===== src/sv/bmhq_pkg.sv =====
package bmhq_pkg;

  localparam int HEAP_DEPTH    = 1024;
  localparam int KEY_WIDTH     = 32;
  localparam int PAYLOAD_WIDTH = 32;

  // Slot numbers run 1..HEAP_DEPTH; memory addresses run 0..HEAP_DEPTH-1.
  localparam int CNT_W  = $clog2(HEAP_DEPTH + 1);
  localparam int ADDR_W = $clog2(HEAP_DEPTH);

  localparam int S_DATA_W = ((KEY_WIDTH + PAYLOAD_WIDTH + 7) / 8) * 8;
  localparam int M_DATA_W = ((KEY_WIDTH + PAYLOAD_WIDTH + CNT_W + 7) / 8) * 8;

  typedef enum logic {
    OP_PUSH = 1'b0,
    OP_POP  = 1'b1
  } op_e;

  typedef enum logic [1:0] {
    ST_OK    = 2'd0,
    ST_EMPTY = 2'd1,
    ST_FULL  = 2'd2
  } status_e;

  typedef enum logic [2:0] {
    S_IDLE,
    S_UP,
    S_LAST,
    S_DOWN,
    S_PLACE,
    S_DONE
  } state_e;

  typedef struct packed {
    logic [PAYLOAD_WIDTH-1:0] payload;
    logic [KEY_WIDTH-1:0]     key;
  } entry_t;

  localparam int ENTRY_W = $bits(entry_t);

  typedef struct packed {
    logic              en;
    logic [ADDR_W-1:0] addr;
    entry_t            data;
  } ram_wr_t;

  typedef struct packed {
    logic [ADDR_W-1:0] addr_a;
    logic [ADDR_W-1:0] addr_b;
  } ram_rd_t;

  typedef struct packed {
    entry_t           entry;
    logic [CNT_W-1:0] count;
    status_e          status;
  } result_t;

  // Map a heap slot (1-based) onto its memory address.
  function automatic logic [ADDR_W-1:0] slot_addr(input logic [CNT_W-1:0] slot);
    logic [CNT_W-1:0] tmp;
    tmp = slot - 1'b1;
    return tmp[ADDR_W-1:0];
  endfunction

endpackage


===== src/sv/bmhq_ctrl.sv =====
module bmhq_ctrl (
  input  logic              clk_i,
  input  logic              rst_ni,
  input  logic              in_valid_i,
  output logic              in_ready_o,
  input  bmhq_pkg::op_e     in_op_i,
  input  bmhq_pkg::entry_t  in_entry_i,
  output logic              res_valid_o,
  input  logic              res_ready_i,
  output bmhq_pkg::result_t res_o,
  output bmhq_pkg::ram_wr_t ram_wr_o,
  output bmhq_pkg::ram_rd_t ram_rd_o,
  input  bmhq_pkg::entry_t  ram_rdata_a_i,
  input  bmhq_pkg::entry_t  ram_rdata_b_i
);

  localparam int CW = bmhq_pkg::CNT_W;

  bmhq_pkg::state_e  state_q, state_d;
  logic [CW-1:0]     count_q, count_d;
  logic [CW-1:0]     pos_q, pos_d;
  bmhq_pkg::entry_t  x_q, x_d;
  bmhq_pkg::entry_t  root_q, root_d;
  bmhq_pkg::entry_t  res_entry_q, res_entry_d;
  bmhq_pkg::status_e res_status_q, res_status_d;
  logic              res_root_q, res_root_d;

  logic              is_full, is_empty;
  logic [CW-1:0]     push_pos;
  logic [CW-1:0]     up_parent;
  logic              up_move;
  logic [CW:0]       n_ext;
  logic [CW:0]       lkid_w;
  logic              has_kids, has_r;
  logic              go_l, go_r, dn_move;
  logic [CW-1:0]     child;
  logic              child_kids;
  bmhq_pkg::entry_t  x_cur;
  bmhq_pkg::entry_t  child_entry;

  assign is_full   = (count_q == CW'(bmhq_pkg::HEAP_DEPTH));
  assign is_empty  = (count_q == '0);
  assign push_pos  = count_q + 1'b1;
  assign up_parent = pos_q >> 1;
  assign up_move   = (x_q.key < ram_rdata_a_i.key);

  assign n_ext    = {1'b0, count_q};
  assign lkid_w   = {pos_q, 1'b0};
  assign has_kids = (lkid_w <= n_ext);
  assign has_r    = ({pos_q, 1'b1} <= n_ext);

  // Left wins only when strictly below both; ties between children go right.
  assign go_l    = (ram_rdata_a_i.key < x_q.key) &&
                   (!has_r || (ram_rdata_a_i.key < ram_rdata_b_i.key));
  assign go_r    = has_r && !go_l && (ram_rdata_b_i.key < x_q.key);
  assign dn_move = go_l || go_r;
  assign child   = go_l ? lkid_w[CW-1:0] : {pos_q[CW-2:0], 1'b1};
  assign child_kids  = ({child, 1'b0} <= n_ext);
  assign child_entry = go_l ? ram_rdata_a_i : ram_rdata_b_i;

  // The last entry arrives from memory while in S_LAST.
  assign x_cur = (state_q == bmhq_pkg::S_LAST) ? ram_rdata_a_i : x_q;

  assign in_ready_o   = (state_q == bmhq_pkg::S_IDLE);
  assign res_valid_o  = (state_q == bmhq_pkg::S_DONE);
  assign res_o.entry  = res_root_q ? root_q : res_entry_q;
  assign res_o.count  = count_q;
  assign res_o.status = res_status_q;

  // Next state
  always_comb begin
    state_d = state_q;
    unique case (state_q)
      bmhq_pkg::S_IDLE: begin
        if (in_valid_i) begin
          if (in_op_i == bmhq_pkg::OP_PUSH) begin
            if (is_full || is_empty) begin
              state_d = bmhq_pkg::S_DONE;
            end else begin
              state_d = bmhq_pkg::S_UP;
            end
          end else begin
            if (is_empty || (count_q == CW'(1))) begin
              state_d = bmhq_pkg::S_DONE;
            end else begin
              state_d = bmhq_pkg::S_LAST;
            end
          end
        end
      end
      bmhq_pkg::S_UP: begin
        if (up_move) begin
          state_d = (up_parent == CW'(1)) ? bmhq_pkg::S_PLACE : bmhq_pkg::S_UP;
        end else begin
          state_d = bmhq_pkg::S_DONE;
        end
      end
      bmhq_pkg::S_LAST: begin
        state_d = has_kids ? bmhq_pkg::S_DOWN : bmhq_pkg::S_DONE;
      end
      bmhq_pkg::S_DOWN: begin
        if (dn_move) begin
          state_d = child_kids ? bmhq_pkg::S_DOWN : bmhq_pkg::S_PLACE;
        end else begin
          state_d = bmhq_pkg::S_DONE;
        end
      end
      bmhq_pkg::S_PLACE: begin
        state_d = bmhq_pkg::S_DONE;
      end
      bmhq_pkg::S_DONE: begin
        if (res_ready_i) begin
          state_d = bmhq_pkg::S_IDLE;
        end
      end
      default: begin
        state_d = bmhq_pkg::S_IDLE;
      end
    endcase
  end

  // Datapath and memory control
  always_comb begin
    count_d       = count_q;
    pos_d         = pos_q;
    x_d           = x_q;
    root_d        = root_q;
    res_entry_d   = res_entry_q;
    res_status_d  = res_status_q;
    res_root_d    = res_root_q;
    ram_wr_o.en   = 1'b0;
    ram_wr_o.addr = bmhq_pkg::slot_addr(pos_q);
    ram_wr_o.data = x_cur;
    ram_rd_o.addr_a = bmhq_pkg::slot_addr(lkid_w[CW-1:0]);
    ram_rd_o.addr_b = bmhq_pkg::slot_addr({pos_q[CW-2:0], 1'b1});
    unique case (state_q)
      bmhq_pkg::S_IDLE: begin
        if (in_valid_i) begin
          if (in_op_i == bmhq_pkg::OP_PUSH) begin
            res_root_d   = 1'b1;
            res_status_d = is_full ? bmhq_pkg::ST_FULL : bmhq_pkg::ST_OK;
            if (!is_full) begin
              count_d = push_pos;
              x_d     = in_entry_i;
              pos_d   = push_pos;
              if (is_empty) begin
                ram_wr_o.en   = 1'b1;
                ram_wr_o.addr = bmhq_pkg::slot_addr(CW'(1));
                ram_wr_o.data = in_entry_i;
                root_d        = in_entry_i;
              end else begin
                ram_rd_o.addr_a = bmhq_pkg::slot_addr(push_pos >> 1);
              end
            end
          end else begin
            res_root_d = 1'b0;
            if (is_empty) begin
              res_entry_d  = '0;
              res_status_d = bmhq_pkg::ST_EMPTY;
            end else begin
              res_entry_d     = root_q;
              res_status_d    = bmhq_pkg::ST_OK;
              count_d         = count_q - 1'b1;
              pos_d           = CW'(1);
              ram_rd_o.addr_a = bmhq_pkg::slot_addr(count_q);
            end
          end
        end
      end
      bmhq_pkg::S_UP: begin
        ram_wr_o.en = 1'b1;
        if (up_move) begin
          // Pull the parent down into the hole and climb.
          ram_wr_o.data   = ram_rdata_a_i;
          pos_d           = up_parent;
          ram_rd_o.addr_a = bmhq_pkg::slot_addr(up_parent >> 1);
        end
      end
      bmhq_pkg::S_LAST: begin
        x_d = ram_rdata_a_i;
        if (!has_kids) begin
          ram_wr_o.en = 1'b1;
          root_d      = ram_rdata_a_i;
        end
      end
      bmhq_pkg::S_DOWN: begin
        ram_wr_o.en = 1'b1;
        if (dn_move) begin
          // Lift the chosen child into the hole and descend.
          ram_wr_o.data   = child_entry;
          pos_d           = child;
          ram_rd_o.addr_a = bmhq_pkg::slot_addr({child[CW-2:0], 1'b0});
          ram_rd_o.addr_b = bmhq_pkg::slot_addr({child[CW-2:0], 1'b1});
          if (pos_q == CW'(1)) begin
            root_d = child_entry;
          end
        end else if (pos_q == CW'(1)) begin
          root_d = x_q;
        end
      end
      bmhq_pkg::S_PLACE: begin
        ram_wr_o.en = 1'b1;
        if (pos_q == CW'(1)) begin
          root_d = x_q;
        end
      end
      bmhq_pkg::S_DONE: begin
      end
      default: begin
      end
    endcase
  end

  always_ff @(posedge clk_i or negedge rst_ni) begin
    if (!rst_ni) begin
      state_q <= bmhq_pkg::S_IDLE;
      count_q <= '0;
    end else begin
      state_q <= state_d;
      count_q <= count_d;
    end
  end

  always_ff @(posedge clk_i) begin
    pos_q        <= pos_d;
    x_q          <= x_d;
    root_q       <= root_d;
    res_entry_q  <= res_entry_d;
    res_status_q <= res_status_d;
    res_root_q   <= res_root_d;
  end

  a_count_bound: assert property (@(posedge clk_i) disable iff (!rst_ni)
    count_q <= CW'(bmhq_pkg::HEAP_DEPTH))
    else $error("entry count above heap depth");

  a_no_write_done: assert property (@(posedge clk_i) disable iff (!rst_ni)
    (state_q == bmhq_pkg::S_DONE) |-> !ram_wr_o.en)
    else $error("memory write while result pending");

  a_up_not_root: assert property (@(posedge clk_i) disable iff (!rst_ni)
    (state_q == bmhq_pkg::S_UP) |-> (pos_q > CW'(1)))
    else $error("sift-up hole at root");

  a_down_has_kid: assert property (@(posedge clk_i) disable iff (!rst_ni)
    (state_q == bmhq_pkg::S_DOWN) |-> (lkid_w <= n_ext))
    else $error("sift-down read beyond last entry");

endmodule


===== config.mk =====
export PLATFORM = sky130hd
export DESIGN_NAME = bmhq_ctrl
export DESIGN_NICKNAME = d
export VERILOG_FILES = /design/src/sv/bmhq_pkg.sv /design/src/sv/bmhq_ctrl.sv
export SDC_FILE = /design/constraint.sdc
export NUM_CORES = 1
export LEC_CHECK = 0
export BUFFER_PORTS_ARGS = -buffer_cell sky130_fd_sc_hd__buf_4
export CORE_ASPECT_RATIO = 1.75
export CORE_MARGIN = 3
export CORE_UTILIZATION = 45
export CTS_BUF_LIST = sky130_fd_sc_hd__clkbuf_4 sky130_fd_sc_hd__clkbuf_8
export DETAILED_ROUTE_END_ITERATION = 16
export MAX_ROUTING_LAYER = met4
export PLACE_DENSITY_LB_ADDON = 0.2
export SLEW_MARGIN = 0
export SYNTH_ARGS = -nofsm -noshare
export SYNTH_HDL_FRONTEND = slang
export SYNTH_SLANG_ARGS = --single-unit

===== constraint.sdc =====
create_clock -name clk_i -period 7.15 [get_ports clk_i]
set_input_delay 0.715 -clock clk_i [delete_from_list [all_inputs] [get_ports clk_i]]
set_output_delay 0.715 -clock clk_i [all_outputs]
set_load 0.02 [all_outputs]

==> reports/qor.csv <==
stage,metric,value,unit
placed_design,Area after DPL,24900,um2
cts,root buffer cell,clkbuf_8,
layout,layout cells sized above 1,21.7,%
logic_synthesis,largest area contributor in the netlist,edfxtp_1,
cts,clock buffer depth,3,
logic_synthesis,share of the synthesized area in the top cell type,28.6,%
die,# IOs,371,
layout,area of the multi-input gates,14000,um2
power,power share of the clock group,9.1,%
logic_synthesis,Synth cell types,77,
layout,design area,25700,um2
layout,# nets final,3149,
timing,Slew @ Worst Pin,1290,ps
worst_setup_path,RR Startpoint,count_q[2],
global_route,initial antenna violation count,4,
global_route,total track usage,38.0,%
timing,post-route minimum period,6070,ps
drt,violation count after the first detailed-route iteration,2784,
timing,RSZ-0062 raised after global routing,false,
cts,# resized after CTS,0,
die,row count,105,
global_route,first-pass GRT wire length,143000,um
timing,f_max,0.165,GHz
drt,wire length per cell,28.4,um
placed_design,DPL Wire Length,67000,um
drt,total wire length,98000,um
timing,Hold WS,425,ps
logic_synthesis,top post-synthesis cells by count,"nand2_1, edfxtp_1, nor2_1",
power,combinational share of power,71.3,%
timing,clk_skew,21.6,ps
layout,P&R area growth vs syn,18.5,%
logic_synthesis,syn_nets,2890,
flow_run,max cap viols,0,
cts,CTS sink count,220,
global_route,final global-route overflow total,0,
die,Die W,172,um
die,DIE AREA,50900,um2
power,leakage dissipation,11.3,nW
cts,Worst-Skew Late Latency,590,ps
die,die span in y,296,um
drt,Vias/cell,6.78,
placed_design,placed cells,3373,
power,maximum vdd ir drop,444,uV
worst_hold_path,hold depth,3,
timing,Pins Over Slew Limit,0,
logic_synthesis,Area contributors post-synth,"edfxtp_1, mux2i_1, ha_1",
timing,# setup viols final,0,
die,Initial Util,45.9,%
placed_design,GPL Wtd Cong,1.09,
worst_hold_path,min-delay worst type,input pin to flip-flop,
cts,# Post-CTS Setup Buffers,0,
cts,number of CTS-inserted buffers,40,
worst_hold_path,Hold EP,state_q[0],
placed_design,pre-CTS WS,1420,ps
timing,Final Hold Fails,0,
power,P_sw,7.23,mW
global_route,largest net degree at the start of global routing,94,
logic_synthesis,Synthesis Warnings,0,
drt,Pre-antenna DRT Iters,6,
cts,H-tree depth,2,
power,Flop pwr share,19.6,%
worst_setup_path,"setup slack, reg-to-reg",2180,ps
cts,Clock Pin Slew Worst Setup and Hold Paths,70,ps
worst_setup_path,CP Launch Type,flip-flop,
logic_synthesis,post-synthesis register bit count,220,
timing,period utilisation layout,84.9,%
worst_setup_path,worst reg2reg path endpoint,root_q[61],
cts,CTS tree,done,
layout,fill count,4397,
die,Floorplan Core Area,47200,um2
worst_setup_path,"Max FO, Critical Path",53,
worst_hold_path,worst min-delay path startpoint,res_ready_i,
layout,"non-filler cells, final",3450,
global_route,vias in the first global route,23200,
logic_synthesis,mapped cell area,21600,um2
logic_synthesis,Mapped Avg Cell Area,8.43,um2
worst_setup_path,worst endpoint required time,6430,ps
worst_setup_path,Worst Setup Path Type,flip-flop to primary output,
logic_synthesis,synthesized netlist cell count,2569,
power,pwr dens,524,nW/um2
timing,setup TNS,0,ps
drt,ANT nets after route,0,
power,Switching Share,53.7,%
timing,final worst slack,1080,ps
logic_synthesis,ys async rst share,6.36,%
placed_design,Port Buf Inserts,369,
drt,via count,23400,
logic_synthesis,"EDFF count, synth",206,
worst_setup_path,CP Capture Type,primary output,
logic_synthesis,"Top FF cell, synth",edfxtp_1,
logic_synthesis,"Seq/Total Area, Yosys",30.2,%
power,Int Power,6.22,mW
worst_setup_path,CP Data Arrival Time,5360,ps
timing,Max-slew headroom,14.0,%
drt,drt drc,0,
layout,Sequential Area,6540,um2
outcome,outcome,"finished, final reports clean",
worst_setup_path,FF-to-FF path depth,12,
logic_synthesis,most common cell in the netlist,nand2_1,
==> layout by cell type, fill, tap and decap left out, drive strengths merged, types with 88 or more instances in the layout <==
master and count:
buf 425, nand2 358, edfxtp 206, nor2 197, mux2i 164, ha 124
o21ai 107, mux2 101, inv 90, o22ai 88
==> sequential cells by signal, indices dropped and copies added (netlist names) <==
register / cells
state_q: 3
pos_q: 11
res_status_q: 2
x_q: 64
res_entry_q: 64
count_q: 11
root_q: 64
res_root_q: 1
==> cell families after synthesis <==
family          share of synthesized area [%]
other cells                            0.0173
fa+ha+maj                                7.17
buf+inv                                  5.60
simple gates                             22.1
xor+xnor                                 2.02
mux                                      12.8
compound gates                           20.1
flops                                    30.2
==> through the flow <==
stage | utilization, % | total power, mW
4_1_cts | 54.4 | 13.3
6_report | 54.4 | 13.5
3_5_place_dp | 52.8 | 12.0
3_3_place_gp | 52.8 | 11.9
2_1_floorplan | - | 8.35
5_1_grt | 54.4 | 14.1
==> power by group through the flow <==
stage	Combinational (mW)	Clock, mW	Sequential (mW)
detailed placement	9.38	0	2.64
finish	9.60	1.22	2.64
CTS	9.42	1.23	2.61
floorplan	5.90	0	2.45
global route	10.1	1.28	2.68
global placement	9.26	0	2.62
==> critical path: stages, from the launching register on <==
cell	delay, ps
edfxtp_1	390
inv_1	160
ha_1	260
a2111oi_0	610
o41ai_1	150
o41ai_1	970
nand3_4	120
buf_4	350
nand2_4	440
buf_4	460
nor3_1	110
a211oi_1	460
buf_4	240
==> layer usage <==
metal  GRT usage [%]  wire length, um  vias up
met5               -                0        -
met4            29.2             8940        0
met3            6.58             9070      452
met2            61.9            46800     1588
met1            40.8            33200    11200
li1                -                -    10200
==> worst max-delay path by stage <==
stage                                 from            to  slack (ps)  cells after the start
after floorplan                 count_q[4]     root_q[0]         490                     12
after global placement    ram_rdata_b_i[1]   ram_wr_o[2]        1430                     12
after detailed placement  ram_rdata_b_i[1]   ram_wr_o[2]        1420                     12
after CTS                           x_q[1]   ram_wr_o[2]        1160                     12
after global routing                x_q[1]  ram_wr_o[57]        1080                     12
final                               x_q[1]   ram_wr_o[2]        1080                     12
==> cell type report <==
| class | count | area share [%] |
|---|---|---|
| timing repair buffer | 426 | 12.6 |
| clock buffer | 55 | 2.61 |
| clock inverter | 16 | 0.317 |
| tap | 588 | 2.87 |
| inverter | 94 | 1.38 |
| multi-input combinational | 2046 | 54.7 |
| sequential | 220 | 25.5 |
| antenna | 5 | 0.0488 |
==> what timing repair did <==
action,4_1_cts,5_1_grt
endpoints found under the hold margin,14,0
hold buffers,1,0
endpoints found under the setup margin,0,0
No activity file was read; power rests on OpenSTA's default activity.
